$ cat src/rtl/static_route_first_match_lookup_unit_assert.svh
// Assertion macros used by the lookup controller.
`ifndef STATIC_ROUTE_FIRST_MATCH_LOOKUP_UNIT_ASSERT_SVH
`define STATIC_ROUTE_FIRST_MATCH_LOOKUP_UNIT_ASSERT_SVH

// Checks a property on every rising clock edge outside reset.
`define SRFML_ASSERT(name, clk, rstn, prop, msg) \
	name: assert property (@(posedge clk) disable iff (!rstn) (prop)) else $error(msg);

// Checks that a condition never holds outside reset.
`define SRFML_NEVER(name, clk, rstn, cond, msg) \
	name: assert property (@(posedge clk) disable iff (!rstn) !(cond)) else $error(msg);

`endif

$ cat src/rtl/srfml_pkg.sv
// Package with the beat types, table entry type and control structs of the lookup unit.
`timescale 1ns / 1ps

package srfml_pkg;

	localparam int DEFAULT_TABLE_DEPTH = 16;

	localparam logic MODE_ADD    = 1'b0;
	localparam logic MODE_LOOKUP = 1'b1;

	typedef struct packed {
		logic        mode;
		logic [3:0]  slot;
		logic [31:0] net_address;
		logic [31:0] net_mask;
		logic [31:0] gateway_address;
		logic        via_gateway_in;
		logic [3:0]  port_in;
		logic [31:0] dest_address;
		logic        arp_reply;
	} item_t;

	typedef struct packed {
		logic        matched;
		logic [31:0] next_hop;
		logic [3:0]  port_out;
		logic        via_gateway;
		logic        send_arp;
	} result_t;

	typedef struct packed {
		logic [31:0] net;
		logic [31:0] mask;
		logic [31:0] gateway;
		logic        via_gateway;
		logic [3:0]  port;
	} entry_t;

	// Commands from the controller to the datapath.
	typedef struct packed {
		logic wr_entry;
		logic load_dest;
		logic issue;
		logic finish_hit;
		logic finish_none;
	} cmd_t;

	// Status from the datapath to the controller.
	typedef struct packed {
		logic dest_zero;
		logic more;
		logic hit;
		logic stop;
	} sts_t;

endpackage

$ cat src/rtl/srfml_dpath.sv
// Datapath of the lookup unit: table memory, entry count, walk index and result register.
`timescale 1ns / 1ps

module srfml_dpath #(
	parameter int TABLE_DEPTH = srfml_pkg::DEFAULT_TABLE_DEPTH
) (
	input  logic              clk,
	input  logic              arst_n,
	input  srfml_pkg::item_t  item,
	input  srfml_pkg::cmd_t   cmd,
	output srfml_pkg::sts_t   sts,
	output srfml_pkg::result_t result
);

	localparam int CNT_W = $clog2(TABLE_DEPTH + 1);
	localparam int IDX_W = (TABLE_DEPTH > 1) ? $clog2(TABLE_DEPTH) : 1;

	srfml_pkg::entry_t mem [TABLE_DEPTH];
	srfml_pkg::entry_t rd_s1;
	srfml_pkg::entry_t wr_entry;
	logic [CNT_W-1:0]  count_q;
	logic [CNT_W-1:0]  idx_q;
	logic [31:0]       dest_q;
	logic              arp_q;
	logic [31:0]       masked;
	logic              slot_ok;
	srfml_pkg::result_t res_d;
	srfml_pkg::result_t res_q;

	assign slot_ok = 32'(item.slot) < 32'(TABLE_DEPTH);

	always_comb begin
		wr_entry.net         = item.net_address;
		wr_entry.mask        = item.net_mask;
		wr_entry.gateway     = item.gateway_address;
		wr_entry.via_gateway = item.via_gateway_in;
		wr_entry.port        = item.port_in;
	end

	always_ff @(posedge clk) begin
		if (cmd.wr_entry && slot_ok) begin
			mem[IDX_W'(item.slot)] <= wr_entry;
		end
		if (cmd.issue) begin
			rd_s1 <= mem[idx_q[IDX_W-1:0]];
		end
	end

	always_ff @(posedge clk or negedge arst_n) begin
		if (!arst_n) begin
			count_q <= '0;
			idx_q   <= '0;
		end else begin
			if (cmd.wr_entry && (count_q != CNT_W'(TABLE_DEPTH))) begin
				count_q <= count_q + 1'b1;
			end
			if (cmd.load_dest) begin
				idx_q <= '0;
			end else if (cmd.issue) begin
				idx_q <= idx_q + 1'b1;
			end
		end
	end

	always_ff @(posedge clk) begin
		if (cmd.load_dest) begin
			dest_q <= item.dest_address;
			arp_q  <= item.arp_reply;
		end
	end

	assign masked = dest_q & rd_s1.mask;

	always_comb begin
		sts.dest_zero = (dest_q[31:24] == 8'd0);
		sts.more      = idx_q < count_q;
		sts.stop      = (masked[31:24] == 8'd0);
		sts.hit       = (masked == rd_s1.net);
	end

	// A miss leaves every field at zero; an ARP-reply hit reports only the match.
	always_comb begin
		res_d = '0;
		if (cmd.finish_hit) begin
			res_d.matched = 1'b1;
			if (!arp_q) begin
				res_d.next_hop    = rd_s1.via_gateway ? rd_s1.gateway : dest_q;
				res_d.port_out    = rd_s1.port;
				res_d.via_gateway = rd_s1.via_gateway;
				res_d.send_arp    = 1'b1;
			end
		end
	end

	always_ff @(posedge clk) begin
		if (cmd.finish_none || cmd.finish_hit) begin
			res_q <= res_d;
		end
	end

	assign result = res_q;

endmodule

$ cat src/rtl/srfml_ctrl.sv
// Controller state machine that sequences table writes and the lookup walk.
`timescale 1ns / 1ps
`include "static_route_first_match_lookup_unit_assert.svh"

module srfml_ctrl (
	input  logic            clk,
	input  logic            arst_n,
	input  logic            start,
	input  logic            mode,
	input  srfml_pkg::sts_t sts,
	output srfml_pkg::cmd_t cmd,
	output logic            busy,
	output logic            done
);

	typedef enum logic [1:0] {
		ST_IDLE = 2'b01,
		ST_WALK = 2'b10
	} state_t;

	state_t state_q;
	state_t state_d;
	logic   pend_q;
	logic   done_q;
	logic   accept;
	logic   finish;

	assign accept = start && (state_q == ST_IDLE);
	assign busy   = (state_q != ST_IDLE);
	assign done   = done_q;

	always_comb begin
		cmd     = '0;
		state_d = state_q;
		case (state_q)
			ST_IDLE: begin
				if (accept) begin
					if (mode == srfml_pkg::MODE_LOOKUP) begin
						cmd.load_dest = 1'b1;
						state_d       = ST_WALK;
					end else begin
						cmd.wr_entry = 1'b1;
					end
				end
			end
			ST_WALK: begin
				// A zero first destination octet ends the walk before the compare counts.
				if (sts.dest_zero) begin
					cmd.finish_none = 1'b1;
				end else if (pend_q && sts.stop) begin
					cmd.finish_none = 1'b1;
				end else if (pend_q && sts.hit) begin
					cmd.finish_hit = 1'b1;
				end else if (!sts.more) begin
					cmd.finish_none = 1'b1;
				end else begin
					cmd.issue = 1'b1;
				end
				if (cmd.finish_none || cmd.finish_hit) begin
					state_d = ST_IDLE;
				end
			end
			default: begin
				state_d = ST_IDLE;
			end
		endcase
	end

	assign finish = cmd.finish_none || cmd.finish_hit;

	always_ff @(posedge clk or negedge arst_n) begin
		if (!arst_n) begin
			state_q <= ST_IDLE;
			pend_q  <= 1'b0;
			done_q  <= 1'b0;
		end else begin
			state_q <= state_d;
			pend_q  <= cmd.issue;
			done_q  <= finish;
		end
	end

	`SRFML_ASSERT(a_done_after_walk, clk, arst_n, done_q |-> ($past(state_q) == ST_WALK), "result strobe without a walk")
	`SRFML_ASSERT(a_issue_in_range, clk, arst_n, cmd.issue |-> sts.more, "entry read past the entry count")
	`SRFML_ASSERT(a_hit_needs_data, clk, arst_n, cmd.finish_hit |-> pend_q, "match taken without read data")
	`SRFML_ASSERT(a_lookup_enters_walk, clk, arst_n, (accept && mode) |=> (state_q == ST_WALK), "lookup did not start a walk")
	`SRFML_NEVER(a_write_while_busy, clk, arst_n, cmd.wr_entry && busy, "table written during a walk")

endmodule

$ cat src/rtl/static_route_first_match_lookup_unit.sv
// Top level of the static route first-match lookup unit.
`timescale 1ns / 1ps
// An add beat is written at its accept edge, keeps busy low and gives no result.
// A lookup loads the destination, reads each entry into the registered table read and
// compares it; done is registered after the deciding entry or a zero first destination octet.
// Throughput: one entry per cycle through the registered table read; a new beat is taken
// in the cycle that done is high. The receiver cannot stall. Reset clears the entry count.

module static_route_first_match_lookup_unit #(
	parameter int TABLE_DEPTH = srfml_pkg::DEFAULT_TABLE_DEPTH
) (
	input  logic               clk,
	input  logic               arst_n,
	input  logic               start,
	input  srfml_pkg::item_t   item,
	output logic               busy,
	output logic               done,
	output srfml_pkg::result_t result
);

	// Commands and status between the controller and the datapath.
	srfml_pkg::cmd_t cmd;
	srfml_pkg::sts_t sts;

	// The controller decodes accepted beats and steps the walk one entry per cycle.
	srfml_ctrl u_ctrl (
		.clk    (clk),
		.arst_n (arst_n),
		.start  (start),
		.mode   (item.mode),
		.sts    (sts),
		.cmd    (cmd),
		.busy   (busy),
		.done   (done)
	);

	// The datapath holds the table memory, the entry count and the result register.
	// The table contents are not cleared by reset; only entries below the count are read.
	srfml_dpath #(
		.TABLE_DEPTH (TABLE_DEPTH)
	) u_dpath (
		.clk    (clk),
		.arst_n (arst_n),
		.item   (item),
		.cmd    (cmd),
		.sts    (sts),
		.result (result)
	);

endmodule
$ cat config.mk
export PLATFORM = sky130hd
export DESIGN_NAME = static_route_first_match_lookup_unit
export DESIGN_NICKNAME = d
export VERILOG_FILES = /design/src/rtl/srfml_pkg.sv /design/src/rtl/srfml_dpath.sv /design/src/rtl/srfml_ctrl.sv /design/src/rtl/static_route_first_match_lookup_unit.sv
export VERILOG_INCLUDE_DIRS = /design/src /design/src/rtl
export SDC_FILE = /design/constraint.sdc
export NUM_CORES = 2
export LEC_CHECK = 0
export BUFFER_PORTS_ARGS = -buffer_cell sky130_fd_sc_hd__buf_2
export CAP_MARGIN = 10
export CORE_ASPECT_RATIO = 0.9
export CORE_MARGIN = 3
export CORE_UTILIZATION = 60
export CTS_CLUSTER_DIAMETER = 50
export DETAILED_ROUTE_END_ITERATION = 8
export PLACE_DENSITY = 0.86
export RECOVER_POWER = 100
export SKIP_CTS_REPAIR_TIMING = 1
export SLEW_MARGIN = 20
export SYNTH_ARGS = -nofsm -noshare
export SYNTH_HDL_FRONTEND = slang
export SYNTH_SLANG_ARGS = --single-unit
$ cat constraint.sdc
create_clock -name clk -period 26.1 [get_ports clk]
set_clock_uncertainty 0.15 [all_clocks]
set_input_delay 1.305 -clock clk [delete_from_list [all_inputs] [get_ports clk]]
set_output_delay 1.305 -clock clk [all_outputs]
set_load 0.05 [all_outputs]
==> results.py <==
metrics = {
    "power_and_ir_drop": {
        "p_total_mw": 6.49,
        "pwr-share-seq_pct": 50.4,
        "power_switching_mw": 1.54,
        "cellInternalPower_mw": 4.95,
        "switching_share_pct": 23.8,
        "power_density_nw_per_um2": 86.3,
        "irDropWorstVdd_uv": 68.9,
        "pwr-share-clk_pct": 37.1,
        "p_leak_nw": 22.7,
        "combPwrFrac_pct": 12.5,
    },
    "timing": {
        "finalSetupViolCount": 0,
        "fmax_mhz": 79.8,
        "min_period_ps": 12530,
        "tightest_slew_ps": 9350,
        "finalCritPeriodShare_pct": 48.0,
        "slew_violations": 2167,
        "rsz0062_at_grt": "no",
        "slew_headroom_pct": -524,
        "fin_worst_hold_slack_ps": 385,
        "finalHoldViolations": 0,
        "tns_ps": 0,
    },
    "route": {
        "wirelength_um": 192000,
        "drc": 0,
        "viasPerCell": 7.38,
        "vias": 33926,
        "avgRoutedWirePerCell_um": 41.7,
        "drt_first_pass_iters": 5,
        "drt_iter0_markers": 6310,
        "drtAntennaViolNets": 0,
    },
    "synth": {
        "ys.flop_type": "edfxtp_1",
        "synthArstFlopShare_pct": 0.776,
        "yosys.cell_count.top_type": "edfxtp_1",
        "synth_fa_ha_area_share_pct": 0.130,
        "synthSimpleGateAreaFrac_pct": 0.994,
        "syn_nets": 2833,
        "synth_commonest_cells": "edfxtp_1 (1789), mux4_2 (505), clkbuf_1 (87), nor2_1 (51), mux2i_1 (36)",
        "synthXorXnorAreaFrac_pct": 0.195,
        "yosysSeqAreaShare_pct": 80.1,
        "syn-cell-area_um2": 67500,
        "yosysTopAreaCell": "edfxtp_1",
        "ys_types": 44,
        "synth_edf_count": 1789,
        "postSynthAreaPerCell_um2": 25.1,
        "synth_seq_cells": 1803,
        "yosys-top-cells-area": "edfxtp_1 (80%), mux4_2 (17%), mux2i_1 (0.53%)",
        "synth_top_cell_area_share_pct": 79.6,
        "synth-compound-area-share_pct": 0.378,
        "yosysWarnings": 0,
        "synth_top_family_by_area": "multiplexers",
        "synthMuxAreaShare_pct": 17.4,
        "syn_inst": 2684,
    },
    "clock_network": {
        "clockRootBuffer": "clkbuf_16",
        "clock_sinks": 1803,
        "h-tree-depth": 4,
        "insertion_delay_ps": 790,
        "cts_tree": "done",
        "clk_pin_slew_ps": 70,
        "clockBufferDepth": 3,
        "cts-buffers-inserted": 169,
    },
    "placed_design": {
        "dp_hpwl_um": 94600,
        "gp_congestion": 0.867,
        "port_buffers": 182,
        "place_inst": 4268,
    },
    "outcome": {
        "violations": "capacitance limit, slew limit",
        "status": "finished with violations",
    },
    "global_route": {
        "first_global_vias": 33642,
        "grtUsageTotal_pct": 33.3,
        "grt-ovfl-total": 0,
        "grt_max_degree": 121,
        "antenna_found_initial": 33,
        "grt_pass1_wl_um": 267000,
    },
    "setup_path": {
        "cp_common_cell": "clkbuf_1",
        "crit_chain": "clkbuf_1, clkbuf_1, clkbuf_1, mux4_2, mux4_2",
        "startpoint_type": "flip-flop",
        "required_ps": 26420,
        "slowest_delay_ps": 3380,
        "path_max_fanout": 69,
        "critPathKind": "flip-flop to flip-flop",
        "worstPathArrival_ps": 12850,
        "crit_path_top_delay_cell": "clkbuf_1",
        "endpoint_kind": "flip-flop",
    },
    "cells_and_area": {
        "fin_util_pct": 67.5,
        "seq_area_um2": 54100,
        "area_delta_synth_final_pct": 11.4,
        "multiInputGateArea_um2": 12900,
        "fillCellCount": 6331,
        "drive_gt1_share_pct": 25.3,
        "nNetsFinal": 3115,
        "final_cell_count_no_fill": 4596,
    },
    "floorplan": {
        "die_height_um": 324,
        "rows": 116,
        "core_area_um2": 111000,
        "die_w_um": 360,
        "io_pins": 183,
        "die_area_um2": 117000,
        "initial_core_util_pct": 60.6,
    },
    "min_path": {
        "hold_class": "flip-flop to flip-flop",
    },
    "flow_run": {
        "cap_viol_max_count": 49,
    },
}
[kinds of logic after synthesis]
group	count (synthesis)
adders and majority gates	7
DFF	1803
xor gates and xnor gates	15
and+or+nand+nor	141
AOI/OAI and AO/OA	39
muxes	541
buffers and inverters	138
[state kept, by name (all words and copies together) (netlist names), 2 cells and up]
| name | flops |
|---|---|
| u_ctrl.state_q | 2 |
| u_dpath.mem | 1616 |
| u_dpath.count_q | 5 |
| u_dpath.rd_s1 | 101 |
| u_dpath.idx_q | 5 |
| u_dpath.dest_q | 32 |
| u_dpath.result | 39 |
[layer usage]
layer,global-route usage (%),part of all wire [%]
met5,0,0.080
met1,43.4,32
met2,53.3,48
met3,9.71,14
met4,15.3,5.7
[worst max-delay path, delay by kind of cell, from the launching register on]
family                 cells  cell delay, ps
DFF                        1            1180
muxes                      2            1080
buffers and inverters      3            9710
[power by group through the flow]
| stage | sequential, mW | clock (mW) | combinational, mW |
|---|---|---|---|
| 4_1_cts | 3.28 | 2.42 | 0.781 |
| 3_5_place_dp | 3.34 | 0 | 0.749 |
| 3_3_place_gp | 3.34 | 0 | 0.708 |
| 2_1_floorplan | 3.31 | 0 | 0.570 |
| 6_report | 3.27 | 2.41 | 0.810 |
| 5_1_grt | 3.27 | 2.52 | 0.849 |
[cells in the final DEF, fill, tap and decap left out, types with 15 or more instances in the layout]
| master | Yosys | routed |
|---|---|---|
| edfxtp_1 | 1789 | 1789 |
| nand2_1 | 30 | 30 |
| inv_1 | 15 | 15 |
| clkinv_2 | 0 | 35 |
| clkbuf_16 | 0 | 169 |
| mux2i_1 | 36 | 36 |
| clkbuf_1 | 87 | 238 |
| mux4_2 | 505 | 505 |
| nor2_1 | 51 | 51 |
| diode_2 | 0 | 24 |
| clkinv_1 | 0 | 32 |
[layout make-up]
class	instances	share of cell area, %
diodes	24	0.0799
clock buffers	198	5.78
clock inverters	104	1.22
inverters	15	0.0749
multi-input cells	743	17.1
flip-flops and latches	1803	71.9
well taps	1475	2.45
repair buffers	234	1.33
[path summary, 6_finish.rpt]
kind | from | endpoint | slack, ps | cells past startpoint
setup / recovery | u_dpath.idx_q[1]$_DFFE_PN0P_ | u_dpath.rd_s1[98]$_DFFE_PP_ | 13570 | 5
setup reg to reg | u_dpath.idx_q[1]$_DFFE_PN0P_ | u_dpath.rd_s1[98]$_DFFE_PP_ | 13570 | 5
hold / removal | u_dpath.idx_q[4]$_DFFE_PN0P_ | u_dpath.idx_q[4]$_DFFE_PN0P_ | 390 | 1
hold reg to reg | u_dpath.idx_q[4]$_DFFE_PN0P_ | u_dpath.idx_q[4]$_DFFE_PN0P_ | 390 | 1
min in group asynchronous | arst_n | u_ctrl.done$_DFF_PN0_ | 560 | 1
max in group asynchronous | arst_n | u_dpath.idx_q[3]$_DFFE_PN0P_ | 24420 | 1
[stage by stage]
step / setup slack, ps / cell area [um2]
6_report: 13570 / 75200
5_1_grt: 13200 / 75200
4_1_cts: 20530 / 75600
3_5_place_dp: 20720 / 70400
3_3_place_gp: 20950 / 70300
2_1_floorplan: 16410 / 67500
No activity file was read; power rests on OpenSTA's default activity.
